File: config.mk
export PLATFORM = sky130hd
export DESIGN_NAME = mips_subset_single_cycle_core_top_flat
export DESIGN_NICKNAME = d
export VERILOG_FILES = /design/src/rtl/msc_pkg.sv /design/src/rtl/msc_if.sv /design/src/rtl/msc_regfile.sv /design/src/rtl/msc_word_slot.sv /design/src/rtl/mips_subset_single_cycle_core_top.sv /design/src/flat_wrapper.sv
export SDC_FILE = /design/constraint.sdc
export NUM_CORES = 2
export LEC_CHECK = 0
export BUFFER_PORTS_ARGS = -buffer_cell sky130_fd_sc_hd__buf_2
export CAP_MARGIN = 20
export CORE_MARGIN = 2
export CORE_UTILIZATION = 67
export CTS_CLUSTER_DIAMETER = 60
export DETAILED_ROUTE_END_ITERATION = 10
export HOLD_SLACK_MARGIN = 0.12
export PLACE_DENSITY_LB_ADDON = 0.12
export SYNTH_ARGS = -nofsm -noshare
export SYNTH_HDL_FRONTEND = slang
export SYNTH_SLANG_ARGS = --single-unit
File: constraint.sdc
create_clock -name clk_i -period 12 [get_ports clk_i]
set_clock_uncertainty 0.2 [all_clocks]
set_input_delay 3 -clock clk_i [delete_from_list [all_inputs] [get_ports clk_i]]
set_output_delay 3 -clock clk_i [all_outputs]
set_load 0.005 [all_outputs]
File: src/rtl/msc_pkg.sv
// Shared types, opcode constants and defaults for the MIPS subset core.
package msc_pkg;

  localparam int unsigned XLEN              = 32;
  localparam int unsigned REG_ADDR_W        = 5;
  localparam int unsigned REG_COUNT         = 32;
  localparam int unsigned DATA_WORDS_DEFAULT = 32;

  // Item operation codes.
  typedef enum logic [1:0] {
    OP_EXEC     = 2'd0,
    OP_LOAD_REG = 2'd1,
    OP_LOAD_MEM = 2'd2
  } op_e;

  // Kind of write reported with each result word.
  typedef enum logic [1:0] {
    WK_NONE = 2'd0,
    WK_REG  = 2'd1,
    WK_MEM  = 2'd2
  } wkind_e;

  // Primary opcodes.
  localparam logic [5:0] OPC_RTYPE = 6'b000000;
  localparam logic [5:0] OPC_J     = 6'b000010;
  localparam logic [5:0] OPC_BEQ   = 6'b000100;
  localparam logic [5:0] OPC_LW    = 6'b100011;
  localparam logic [5:0] OPC_SW    = 6'b101011;

  // R-type function codes.
  localparam logic [5:0] FN_ADD = 6'b100000;
  localparam logic [5:0] FN_SUB = 6'b100010;
  localparam logic [5:0] FN_AND = 6'b100100;
  localparam logic [5:0] FN_OR  = 6'b100101;
  localparam logic [5:0] FN_NOR = 6'b100111;
  localparam logic [5:0] FN_SLT = 6'b101010;

  // Register file write port.
  typedef struct packed {
    logic                  en;
    logic [REG_ADDR_W-1:0] idx;
    logic [XLEN-1:0]       data;
  } rf_wr_t;

endpackage

File: src/rtl/msc_if.sv
// Valid/ready channel interfaces for the input and result words of the core.
interface msc_in_if;
  import msc_pkg::*;
  logic                         valid;
  logic                         ready;
  logic [1:0]                   op;
  logic [XLEN-1:0]              instr;
  logic [REG_ADDR_W-1:0]        preload_index;
  logic signed [XLEN-1:0]       preload_value;

  modport source (output valid, output op, output instr, output preload_index,
                  output preload_value, input ready);
  modport sink   (input valid, input op, input instr, input preload_index,
                  input preload_value, output ready);
endinterface

interface msc_out_if;
  import msc_pkg::*;
  logic                         valid;
  logic                         ready;
  logic [XLEN-1:0]              next_pc;
  logic [1:0]                   write_kind;
  logic [REG_ADDR_W-1:0]        write_index;
  logic signed [XLEN-1:0]       write_value;
  logic [XLEN-1:0]              executed_count;

  modport source (output valid, output next_pc, output write_kind, output write_index,
                  output write_value, output executed_count, input ready);
  modport sink   (input valid, input next_pc, input write_kind, input write_index,
                  input write_value, input executed_count, output ready);
endinterface

File: src/rtl/msc_regfile.sv
// Register file with registered two-port read, write bypass and per-entry valid bits.
module msc_regfile (
  input  logic                           clk_i,
  input  logic                           rst_ni,
  input  logic                           rd_en_i,
  input  logic [msc_pkg::REG_ADDR_W-1:0] rd_addr_a_i,
  input  logic [msc_pkg::REG_ADDR_W-1:0] rd_addr_b_i,
  input  msc_pkg::rf_wr_t                wr_i,
  output logic [msc_pkg::XLEN-1:0]       rd_data_a_o,
  output logic [msc_pkg::XLEN-1:0]       rd_data_b_o
);
  import msc_pkg::*;

  logic [XLEN-1:0]      mem_q [REG_COUNT];
  logic [REG_COUNT-1:0] vld_q;
  logic [XLEN-1:0]      rd_data_a_q, rd_data_b_q;
  logic [XLEN-1:0]      rd_a_d, rd_b_d;

  // An entry never written reads as zero; a write in the same cycle is passed through.
  always_comb begin
    rd_a_d = vld_q[rd_addr_a_i] ? mem_q[rd_addr_a_i] : '0;
    rd_b_d = vld_q[rd_addr_b_i] ? mem_q[rd_addr_b_i] : '0;
    if (wr_i.en && (wr_i.idx == rd_addr_a_i)) begin
      rd_a_d = wr_i.data;
    end
    if (wr_i.en && (wr_i.idx == rd_addr_b_i)) begin
      rd_b_d = wr_i.data;
    end
  end

  always_ff @(posedge clk_i or negedge rst_ni) begin
    if (!rst_ni) begin
      vld_q <= '0;
    end else if (wr_i.en) begin
      vld_q[wr_i.idx] <= 1'b1;
    end
  end

  always_ff @(posedge clk_i) begin
    if (wr_i.en) begin
      mem_q[wr_i.idx] <= wr_i.data;
    end
    if (rd_en_i) begin
      rd_data_a_q <= rd_a_d;
      rd_data_b_q <= rd_b_d;
    end
  end

  assign rd_data_a_o = rd_data_a_q;
  assign rd_data_b_o = rd_data_b_q;

endmodule

File: src/rtl/msc_word_slot.sv
// Reduces a word address modulo the data memory depth with residue tables.
module msc_word_slot #(
  parameter int unsigned DATA_WORDS = msc_pkg::DATA_WORDS_DEFAULT
) (
  input  logic [msc_pkg::XLEN-3:0]       word_i,
  output logic [$clog2(DATA_WORDS)-1:0]  slot_o
);
  import msc_pkg::*;

  localparam int unsigned AW  = $clog2(DATA_WORDS);
  localparam int unsigned SW  = AW + 2;
  localparam int unsigned P8  = 256 % DATA_WORDS;
  localparam int unsigned P16 = 65536 % DATA_WORDS;
  localparam int unsigned P24 = 16777216 % DATA_WORDS;
  localparam logic [SW-1:0] D1 = SW'(DATA_WORDS);
  localparam logic [SW-1:0] D2 = SW'(2 * DATA_WORDS);
  localparam logic [SW-1:0] D3 = SW'(3 * DATA_WORDS);

  logic [AW-1:0] t0 [256];
  logic [AW-1:0] t1 [256];
  logic [AW-1:0] t2 [256];
  logic [AW-1:0] t3 [64];
  logic [SW-1:0] sum;

  // Residue of each byte of the address, weighted by its position.
  for (genvar c = 0; c < 256; c++) begin : g_tab
    localparam int unsigned R0 = c % DATA_WORDS;
    localparam int unsigned R1 = (c * P8) % DATA_WORDS;
    localparam int unsigned R2 = (c * P16) % DATA_WORDS;
    assign t0[c] = AW'(R0);
    assign t1[c] = AW'(R1);
    assign t2[c] = AW'(R2);
  end

  for (genvar c = 0; c < 64; c++) begin : g_tab_top
    localparam int unsigned R3 = (c * P24) % DATA_WORDS;
    assign t3[c] = AW'(R3);
  end

  assign sum = SW'(t0[word_i[7:0]]) + SW'(t1[word_i[15:8]])
             + SW'(t2[word_i[23:16]]) + SW'(t3[word_i[29:24]]);

  // The sum stays below four times the depth, so one parallel compare settles it.
  always_comb begin
    if (sum >= D3) begin
      slot_o = AW'(sum - D3);
    end else if (sum >= D2) begin
      slot_o = AW'(sum - D2);
    end else if (sum >= D1) begin
      slot_o = AW'(sum - D1);
    end else begin
      slot_o = AW'(sum);
    end
  end

endmodule

File: src/rtl/mips_subset_single_cycle_core_top.sv
// Top level of the MIPS subset core: operand read, execute stage and result register.
// Throughput: one word per cycle for any instruction mix while the result channel is
// ready and no clearing pass runs. An accepted word is held in the execute stage
// registers, then in the result register; the operand read, the execute stage and
// the result register are the three steps. Reset clears pc, instruction count and
// register file at once; a clearing pass then zeroes data memory, input held off.
module mips_subset_single_cycle_core_top #(
  parameter int unsigned DATA_WORDS = msc_pkg::DATA_WORDS_DEFAULT
) (
  input  logic        clk_i,
  input  logic        rst_ni,
  msc_in_if.sink      in_i,
  msc_out_if.source   out_o
);
  import msc_pkg::*;

  localparam int unsigned AW = $clog2(DATA_WORDS);

  // Pipeline control. The whole pipe advances when the result register is free
  // or is being emptied; the input is held off during the memory clearing pass.
  logic adv, in_fire, s1_fire;
  logic s1_valid_q, out_valid_q;

  // Architectural state kept in flops.
  logic [XLEN-1:0] pc_q, cnt_q;

  // Data memory clearing pass after reset.
  logic          clr_busy_q;
  logic [AW-1:0] clr_idx_q;

  // Execute stage inputs.
  logic [1:0]            s1_op_q;
  logic [XLEN-1:0]       s1_instr_q;
  logic [REG_ADDR_W-1:0] s1_pidx_q;
  logic [XLEN-1:0]       s1_pval_q;

  // Result register.
  logic [XLEN-1:0]       out_pc_q, out_val_q, out_cnt_q;
  wkind_e                out_kind_q;
  logic [REG_ADDR_W-1:0] out_idx_q;
  logic                  out_is_lw_q;
  logic [XLEN-1:0]       s2_wval;

  // Register file and data memory.
  rf_wr_t          rf_wr;
  logic [XLEN-1:0] ra_q, rb_q;
  logic [XLEN-1:0] dmem_q [DATA_WORDS];
  logic [XLEN-1:0] dmem_rdata_q;

  // Decode and execute.
  logic [5:0]            opc, fn;
  logic [REG_ADDR_W-1:0] rs, rt, rd;
  logic [XLEN-1:0]       op_a, op_b, imm_sext, seq_pc, addr;
  logic [XLEN-3:0]       slot_word;
  logic [AW-1:0]         slot;
  logic                  fwd_en, alu_ok;
  logic [XLEN-1:0]       alu_res;

  wkind_e                kind_d;
  logic [REG_ADDR_W-1:0] idx_d;
  logic [XLEN-1:0]       val_d, npc_d, cnt_d, mem_wdata;
  logic                  is_lw_d, mem_we_d, mem_re_d;

  assign adv     = !out_valid_q || out_o.ready;
  assign in_i.ready = adv && !clr_busy_q;
  assign in_fire = in_i.valid && in_i.ready;
  assign s1_fire = adv && s1_valid_q;

  // The word in the result register writes its register every cycle it is held.
  // Rewriting the same value is harmless, and the read bypass sees the write.
  assign s2_wval    = out_is_lw_q ? dmem_rdata_q : out_val_q;
  assign rf_wr.en   = out_valid_q && (out_kind_q == WK_REG);
  assign rf_wr.idx  = out_idx_q;
  assign rf_wr.data = s2_wval;

  msc_regfile u_regfile (
    .clk_i       (clk_i),
    .rst_ni      (rst_ni),
    .rd_en_i     (in_fire),
    .rd_addr_a_i (in_i.instr[25:21]),
    .rd_addr_b_i (in_i.instr[20:16]),
    .wr_i        (rf_wr),
    .rd_data_a_o (ra_q),
    .rd_data_b_o (rb_q)
  );

  // Field extraction.
  assign opc = s1_instr_q[31:26];
  assign rs  = s1_instr_q[25:21];
  assign rt  = s1_instr_q[20:16];
  assign rd  = s1_instr_q[15:11];
  assign fn  = s1_instr_q[5:0];

  // Operands were read while the previous word was still executing, so a
  // register write held in the result register is forwarded here. Register zero
  // is never written, hence never forwarded.
  assign fwd_en = out_valid_q && (out_kind_q == WK_REG);
  assign op_a   = (fwd_en && (out_idx_q == rs)) ? s2_wval : ra_q;
  assign op_b   = (fwd_en && (out_idx_q == rt)) ? s2_wval : rb_q;

  assign imm_sext = {{16{s1_instr_q[15]}}, s1_instr_q[15:0]};
  assign seq_pc   = pc_q + 32'd4;
  assign addr     = op_a + imm_sext;

  // A data preload indexes the memory by its own field rather than by an address.
  assign slot_word = (s1_op_q == OP_LOAD_MEM) ? (XLEN-2)'(s1_pidx_q) : addr[XLEN-1:2];

  msc_word_slot #(
    .DATA_WORDS (DATA_WORDS)
  ) u_word_slot (
    .word_i (slot_word),
    .slot_o (slot)
  );

  always_comb begin
    kind_d    = WK_NONE;
    idx_d     = '0;
    val_d     = '0;
    is_lw_d   = 1'b0;
    mem_we_d  = 1'b0;
    mem_re_d  = 1'b0;
    mem_wdata = op_b;
    npc_d     = pc_q;
    cnt_d     = cnt_q;
    alu_ok    = 1'b0;
    alu_res   = '0;
    case (s1_op_q)
      OP_EXEC: begin
        npc_d = seq_pc;
        cnt_d = cnt_q + 32'd1;
        case (opc)
          OPC_RTYPE: begin
            alu_ok = 1'b1;
            case (fn)
              FN_ADD:  alu_res = op_a + op_b;
              FN_SUB:  alu_res = op_a - op_b;
              FN_AND:  alu_res = op_a & op_b;
              FN_OR:   alu_res = op_a | op_b;
              FN_NOR:  alu_res = ~(op_a | op_b);
              FN_SLT:  alu_res = XLEN'($signed(op_a) < $signed(op_b));
              default: alu_ok  = 1'b0;
            endcase
            if (alu_ok && (rd != '0)) begin
              kind_d = WK_REG;
              idx_d  = rd;
              val_d  = alu_res;
            end
          end
          OPC_LW: begin
            mem_re_d = 1'b1;
            if (rt != '0) begin
              kind_d  = WK_REG;
              idx_d   = rt;
              is_lw_d = 1'b1;
            end
          end
          OPC_SW: begin
            mem_we_d = 1'b1;
            kind_d   = WK_MEM;
            idx_d    = REG_ADDR_W'(slot);
            val_d    = op_b;
          end
          OPC_BEQ: begin
            if (op_a == op_b) begin
              npc_d = seq_pc + {imm_sext[XLEN-3:0], 2'b00};
            end
          end
          OPC_J: begin
            npc_d = {seq_pc[31:28], s1_instr_q[25:0], 2'b00};
          end
          default: begin
            // Unknown opcodes only move the pc on and count as executed.
            npc_d = seq_pc;
          end
        endcase
      end
      OP_LOAD_REG: begin
        if (s1_pidx_q != '0) begin
          kind_d = WK_REG;
          idx_d  = s1_pidx_q;
          val_d  = s1_pval_q;
        end
      end
      OP_LOAD_MEM: begin
        mem_we_d  = 1'b1;
        mem_wdata = s1_pval_q;
        kind_d    = WK_MEM;
        idx_d     = REG_ADDR_W'(slot);
        val_d     = s1_pval_q;
      end
      default: begin
        // The unused operation code leaves everything as it is.
        npc_d = pc_q;
      end
    endcase
  end

  // Control and architectural state.
  always_ff @(posedge clk_i or negedge rst_ni) begin
    if (!rst_ni) begin
      s1_valid_q  <= 1'b0;
      out_valid_q <= 1'b0;
      pc_q        <= '0;
      cnt_q       <= '0;
      clr_busy_q  <= 1'b1;
      clr_idx_q   <= '0;
    end else begin
      if (adv) begin
        s1_valid_q  <= in_fire;
        out_valid_q <= s1_valid_q;
      end
      if (s1_fire) begin
        pc_q  <= npc_d;
        cnt_q <= cnt_d;
      end
      if (clr_busy_q) begin
        clr_idx_q <= clr_idx_q + AW'(1);
        if (clr_idx_q == AW'(DATA_WORDS - 1)) begin
          clr_busy_q <= 1'b0;
        end
      end
    end
  end

  // Payload registers.
  always_ff @(posedge clk_i) begin
    if (in_fire) begin
      s1_op_q    <= in_i.op;
      s1_instr_q <= in_i.instr;
      s1_pidx_q  <= in_i.preload_index;
      s1_pval_q  <= in_i.preload_value;
    end
    if (s1_fire) begin
      out_pc_q    <= npc_d;
      out_kind_q  <= kind_d;
      out_idx_q   <= idx_d;
      out_val_q   <= val_d;
      out_is_lw_q <= is_lw_d;
      out_cnt_q   <= cnt_d;
    end
  end

  // Data memory: one write port shared by the clearing pass and the execute
  // stage, and one registered read port used by loads.
  always_ff @(posedge clk_i) begin
    if (clr_busy_q) begin
      dmem_q[clr_idx_q] <= '0;
    end else if (s1_fire && mem_we_d) begin
      dmem_q[slot] <= mem_wdata;
    end
    if (s1_fire && mem_re_d) begin
      dmem_rdata_q <= dmem_q[slot];
    end
  end

  assign out_o.valid          = out_valid_q;
  assign out_o.next_pc        = out_pc_q;
  assign out_o.write_kind     = out_kind_q;
  assign out_o.write_index    = out_idx_q;
  assign out_o.write_value    = s2_wval;
  assign out_o.executed_count = out_cnt_q;

endmodule

File: src/flat_wrapper.sv
// flat-port wrapper written by rule: the top's interface ports become plain ports
module mips_subset_single_cycle_core_top_flat import msc_pkg::*;
#(
  parameter int unsigned DATA_WORDS = msc_pkg::DATA_WORDS_DEFAULT
)
  (clk_i, rst_ni, in_i_valid, in_i_op, in_i_instr, in_i_preload_index, in_i_preload_value, in_i_ready, out_o_valid, out_o_next_pc, out_o_write_kind, out_o_write_index, out_o_write_value, out_o_executed_count, out_o_ready);
  msc_in_if in_i_i ();
  msc_out_if out_o_i ();
  input  logic clk_i;
  input  logic rst_ni;
  input wire logic [$bits(in_i_i.valid)-1:0] in_i_valid;
  input wire logic [$bits(in_i_i.op)-1:0] in_i_op;
  input wire logic [$bits(in_i_i.instr)-1:0] in_i_instr;
  input wire logic [$bits(in_i_i.preload_index)-1:0] in_i_preload_index;
  input wire logic [$bits(in_i_i.preload_value)-1:0] in_i_preload_value;
  output wire logic [$bits(in_i_i.ready)-1:0] in_i_ready;
  output wire logic [$bits(out_o_i.valid)-1:0] out_o_valid;
  output wire logic [$bits(out_o_i.next_pc)-1:0] out_o_next_pc;
  output wire logic [$bits(out_o_i.write_kind)-1:0] out_o_write_kind;
  output wire logic [$bits(out_o_i.write_index)-1:0] out_o_write_index;
  output wire logic [$bits(out_o_i.write_value)-1:0] out_o_write_value;
  output wire logic [$bits(out_o_i.executed_count)-1:0] out_o_executed_count;
  input wire logic [$bits(out_o_i.ready)-1:0] out_o_ready;
  assign in_i_i.valid = in_i_valid;
  assign in_i_i.op = in_i_op;
  assign in_i_i.instr = in_i_instr;
  assign in_i_i.preload_index = in_i_preload_index;
  assign in_i_i.preload_value = in_i_preload_value;
  assign in_i_ready = in_i_i.ready;
  assign out_o_valid = out_o_i.valid;
  assign out_o_next_pc = out_o_i.next_pc;
  assign out_o_write_kind = out_o_i.write_kind;
  assign out_o_write_index = out_o_i.write_index;
  assign out_o_write_value = out_o_i.write_value;
  assign out_o_executed_count = out_o_i.executed_count;
  assign out_o_i.ready = out_o_ready;
  mips_subset_single_cycle_core_top #(.DATA_WORDS(DATA_WORDS)) u_core (.clk_i(clk_i), .rst_ni(rst_ni), .in_i(in_i_i), .out_o(out_o_i));
endmodule
==> impl_summary.log <==
INFO  metric dpl.hpwl = 197000 µm
INFO  metric power_per_cell_area = 162 nW/µm²
INFO  metric min-delay-start = u_core.u_regfile.vld_q[20]$_DFFE_PN0P_
INFO  metric dieHeight = 422 µm
INFO  metric synth.yosys.seq_area_share = about three fifths
INFO  metric cts.repair.resized = 0
INFO  metric ff_latch_area = 72200 µm²
INFO  metric hold_path_depth = 1
INFO  metric dr.pass1.iters = 9
INFO  metric setup_viol_count_final = 0
INFO  metric final_net_count = 8018
INFO  metric critical_path.endpoint_type = flop
INFO  metric outcome = finished clean
INFO  metric timing.hold.worst.class = flop to flop
INFO  metric clk_transition_reported_paths = 0.06 ns
INFO  metric route.detailed.wl_per_inst = 33.9 µm
INFO  metric synthesis.area = 117000 µm²
INFO  metric area_growth = 10.3%
INFO  metric cts.repair_timing.setup_buffer_count = 0
INFO  metric critPathMaxStageDelay = 0.87 ns
INFO  metric grt_pass1_wl = 513000 µm
INFO  metric cp_startpoint_kind = flop
INFO  metric r2r_setup_slack = 4.43 ns
INFO  metric design.portCount = 180
INFO  metric synth_seq_cells = roughly 2400
INFO  metric synth_cells = approximately 7800
INFO  metric clockRootBuffer = clkbuf_16
INFO  metric drt.antenna.violating_nets = 0
INFO  metric core = 174000 µm²
INFO  metric cell_rows = roughly 150
INFO  metric required = 12.35 ns
INFO  metric synth_fp_nets = between 7000 and 8000
INFO  metric numClockSinks = 2423
INFO  metric wirelength = 350000 µm
INFO  metric detail_route.iter0.violations = roughly 12000
INFO  metric antenna_found_initial = 10
INFO  metric cp_cell_sequence = nand3b_1 > nor4_2 > nand2_2 > buf_4 > o21ai_0 > ha_1 > nand3_1 > nor3_2 > o31ai_2 > and2_4 > a21o_4 > nand2b_1 > buf_4 > a31oi_1 > nor2_4 > buf_4
INFO  metric critPathArrivalTime = ~7.9 ns
INFO  metric cp_slowest_cell = o21ai_0
INFO  metric crit_family = simple AND/OR/NAND/NOR gates
INFO  metric multi_input_comb_area = 42600 µm²
INFO  metric r2r_cells = 16
INFO  metric tns = 0 ns
INFO  metric worst-slew-pin-transition = ~1.2 ns
INFO  metric horizontal_extent_of_the_die = around 420 µm
INFO  metric rsz0062_at_grt = false
INFO  metric avgViaCountPerCell = 7.47
INFO  metric initial_utilization = just under 70%
INFO  metric remaining_design_rule_violation_count = 0
INFO  metric grt_pass1_vias = 76800
INFO  metric post_synth.cell_area_avg = 15.1 µm²
INFO  metric netlist-cell-type-count = 91
INFO  metric power.ir.vdd_worst = 0.170 mV
INFO  metric timing_max_transition_violations_final = 0
INFO  metric grt.overflow.total = 0
INFO  metric path_max_fanout = 62
INFO  metric critical-path-top-cell-by-count = buf_4
INFO  metric worst_reg2reg_startpoint = u_core.out_o.valid$_DFFE_PN0N_
INFO  metric htree_num_levels = 4
INFO  metric final_hold_viol_count = 0
INFO  metric wp_buf_inv = 3
INFO  metric relSlewSlack = 19.3%
INFO  metric whs_endpoint = u_core.u_regfile.vld_q[20]$_DFFE_PN0P_
INFO  metric timing.final.crit_share = 63.1%
INFO  metric gp_congestion = between 0.9 and 1
INFO  metric fin_util = 74.3%
INFO  metric drive_gt1_share = 20.9%
INFO  metric numPortBuffers = 179
INFO  metric crit-reg2reg-capture = u_core.dmem_q[20][17]$_DFFE_PP_
INFO  metric tritoncts = built
INFO  metric design.die.area = 178000 µm²
INFO  metric numCtsBuffers = 238
INFO  metric holdBufCountCts = 0
INFO  metric grt_start_max_net_pins = 169
INFO  metric clk-insertion-delay-late = 0.92 ns
INFO  metric nFillCells = 10400
INFO  metric synth_ff_type = edfxtp_1
INFO  metric total_via_count_in_the_routed_design = 77200
INFO  metric async_flop_share = 4.29%
INFO  metric grtUsageTotal = 39.3%
INFO  metric max_cap_violations = 0
INFO  metric min_period = 7.57 ns
INFO  metric setup.worst_path.class = flop to flop
INFO  metric synth-warning-count = 0
INFO  metric fin_hold_ws = 0.296 ns
INFO  metric synth_enable_flop_cells = approximately 2300
INFO  metric cellLeakagePower = 44.6 nW
INFO  metric achievable-frequency = 132 MHz
INFO  metric cts_max_path_buffers = 3
==> synthesized netlist by cell type (all sizes together) (71+ instances only) <==
cell / instances / share of area, %
mux2i: 467 / 4.0
mux2: 86 / 0.83
nand2b: 71 / 0.38
dfrtp: 103 / 2.2
mux4: 660 / 13
clkbuf: 390 / 1.3
xnor2: 106 / 0.79
nor2: 284 / 0.92
nand3: 146 / 0.62
a21oi: 215 / 0.92
buf: 187 / 0.82
edfxtp: 2319 / 60
a22oi: 286 / 1.8
inv: 160 / 0.51
o211ai: 220 / 1.4
o21ai: 423 / 1.8
nand2: 570 / 1.8
ha: 141 / 1.5
a221oi: 157 / 1.2
==> metrics by stage <==
| step | setup WS, ns | power (mW) | area, µm² | cells |
|---|---|---|---|---|
| final | 4.43 | 20.9 | 129000 | 10300 |
| after detailed placement | 4.52 | 13.3 | 121000 | 9882 |
| after CTS | 4.46 | 20.9 | 129000 | 10300 |
| after global placement | 4.60 | 13.2 | 121000 | 9878 |
| after floorplan | 4.49 | 12.2 | 117000 | 7760 |
| after global routing | 4.12 | 21.5 | 129000 | 10300 |
==> metal layers <==
metal,GRT usage [%],up-vias,part of all wire [%]
met3,7.89,1128,11
met5,0,-,0.0051
met1,51.9,39100,35
met4,21.9,4,6.2
li1,-,31400,-
met2,62.0,5611,48
==> sequential cells by signal, summed over array words and instances, names as in the netlist, 5 cells and up <==
| signal | cells |
|---|---|
| u_core.pc_q | 32 |
| u_core.u_regfile.mem_q | 1024 |
| u_core.s1_instr_q | 32 |
| u_core.u_regfile.rd_data_a_o | 32 |
| u_core.out_o.write_index | 5 |
| u_core.dmem_q | 1024 |
| u_core.dmem_rdata_q | 32 |
| u_core.u_regfile.rd_data_b_o | 32 |
| u_core.out_o.next_pc | 32 |
| u_core.out_o.executed_count | 32 |
| u_core.clr_idx_q | 5 |
| u_core.s1_pval_q | 32 |
| u_core.u_regfile.vld_q | 32 |
| u_core.out_val_q | 32 |
| u_core.s1_pidx_q | 5 |
| u_core.cnt_q | 32 |
==> layout by cell type, fill, tap and decap left out, types with 83 or more instances in the layout <==
cell type / count
a21oi_1: 185
clkbuf_16: 242
edfxtp_1: 2319
buf_2: 170
mux4_2: 660
inv_1: 160
nand2_1: 565
xnor2_1: 106
a221oi_1: 157
ha_1: 141
o21ai_0: 417
nor2_1: 215
nand3_1: 144
mux2_2: 83
dfrtp_1: 103
a22oi_1: 286
o211ai_1: 220
buf_4: 188
mux2i_1: 464
==> cell families (layout without fill, tap and decap cells) <==
| logic type | count (synthesis) | after routing | share of synthesized area (%) |
|---|---|---|---|
| AOI/OAI and AO/OA | 1721 | 1721 | 10.0 |
| xor gates and xnor gates | 170 | 170 | 1.27 |
| adders and majority gates | 144 | 144 | 1.56 |
| buffers and inverters | 739 | 986 | 2.59 |
| DFF | 2423 | 2423 | 61.8 |
| muxes | 1213 | 1213 | 17.5 |
| other | 0 | 4 | 0 |
| and+or+nand+nor | 1350 | 1350 | 5.27 |
==> area by class of cell <==
cell class	count	share of cell area (%)
flip-flops and latches	2423	56.0
multi-input cells	4598	33.0
clock buffers	294	4.91
well taps	2325	2.25
repair buffers	376	2.00
clock inverters	154	1.30
inverters	162	0.475
diodes	4	0.00776
==> power breakdown <==
group | switching [mW] | internal [mW]
Clock | 3.29 | 4.44
Combinational | 2.28 | 1.24
Sequential | 0.142 | 9.53
Total | 5.71 | 15.2
==> how the worst max path moves through the flow <==
| stage | startpoint | endpoint | cells after the start |
|---|---|---|---|
| after floorplan | out_o_ready | u_core.dmem_rdata_q[0]$_DFFE_PP_ | 7 |
| after detailed placement | u_core.out_o.valid$_DFFE_PN0N_ | u_core.dmem_q[20][24]$_DFFE_PP_ | 16 |
| after CTS | u_core.out_o.valid$_DFFE_PN0N_ | u_core.dmem_q[20][14]$_DFFE_PP_ | 16 |
| final | u_core.out_o.valid$_DFFE_PN0N_ | u_core.dmem_q[20][17]$_DFFE_PP_ | 16 |
| after global routing | u_core.out_o.valid$_DFFE_PN0N_ | u_core.dmem_q[20][14]$_DFFE_PP_ | 16 |
| after global placement | u_core.out_o.valid$_DFFE_PN0N_ | u_core.dmem_q[22][22]$_DFFE_PP_ | 15 |
No activity file was read; power rests on OpenSTA's default activity.
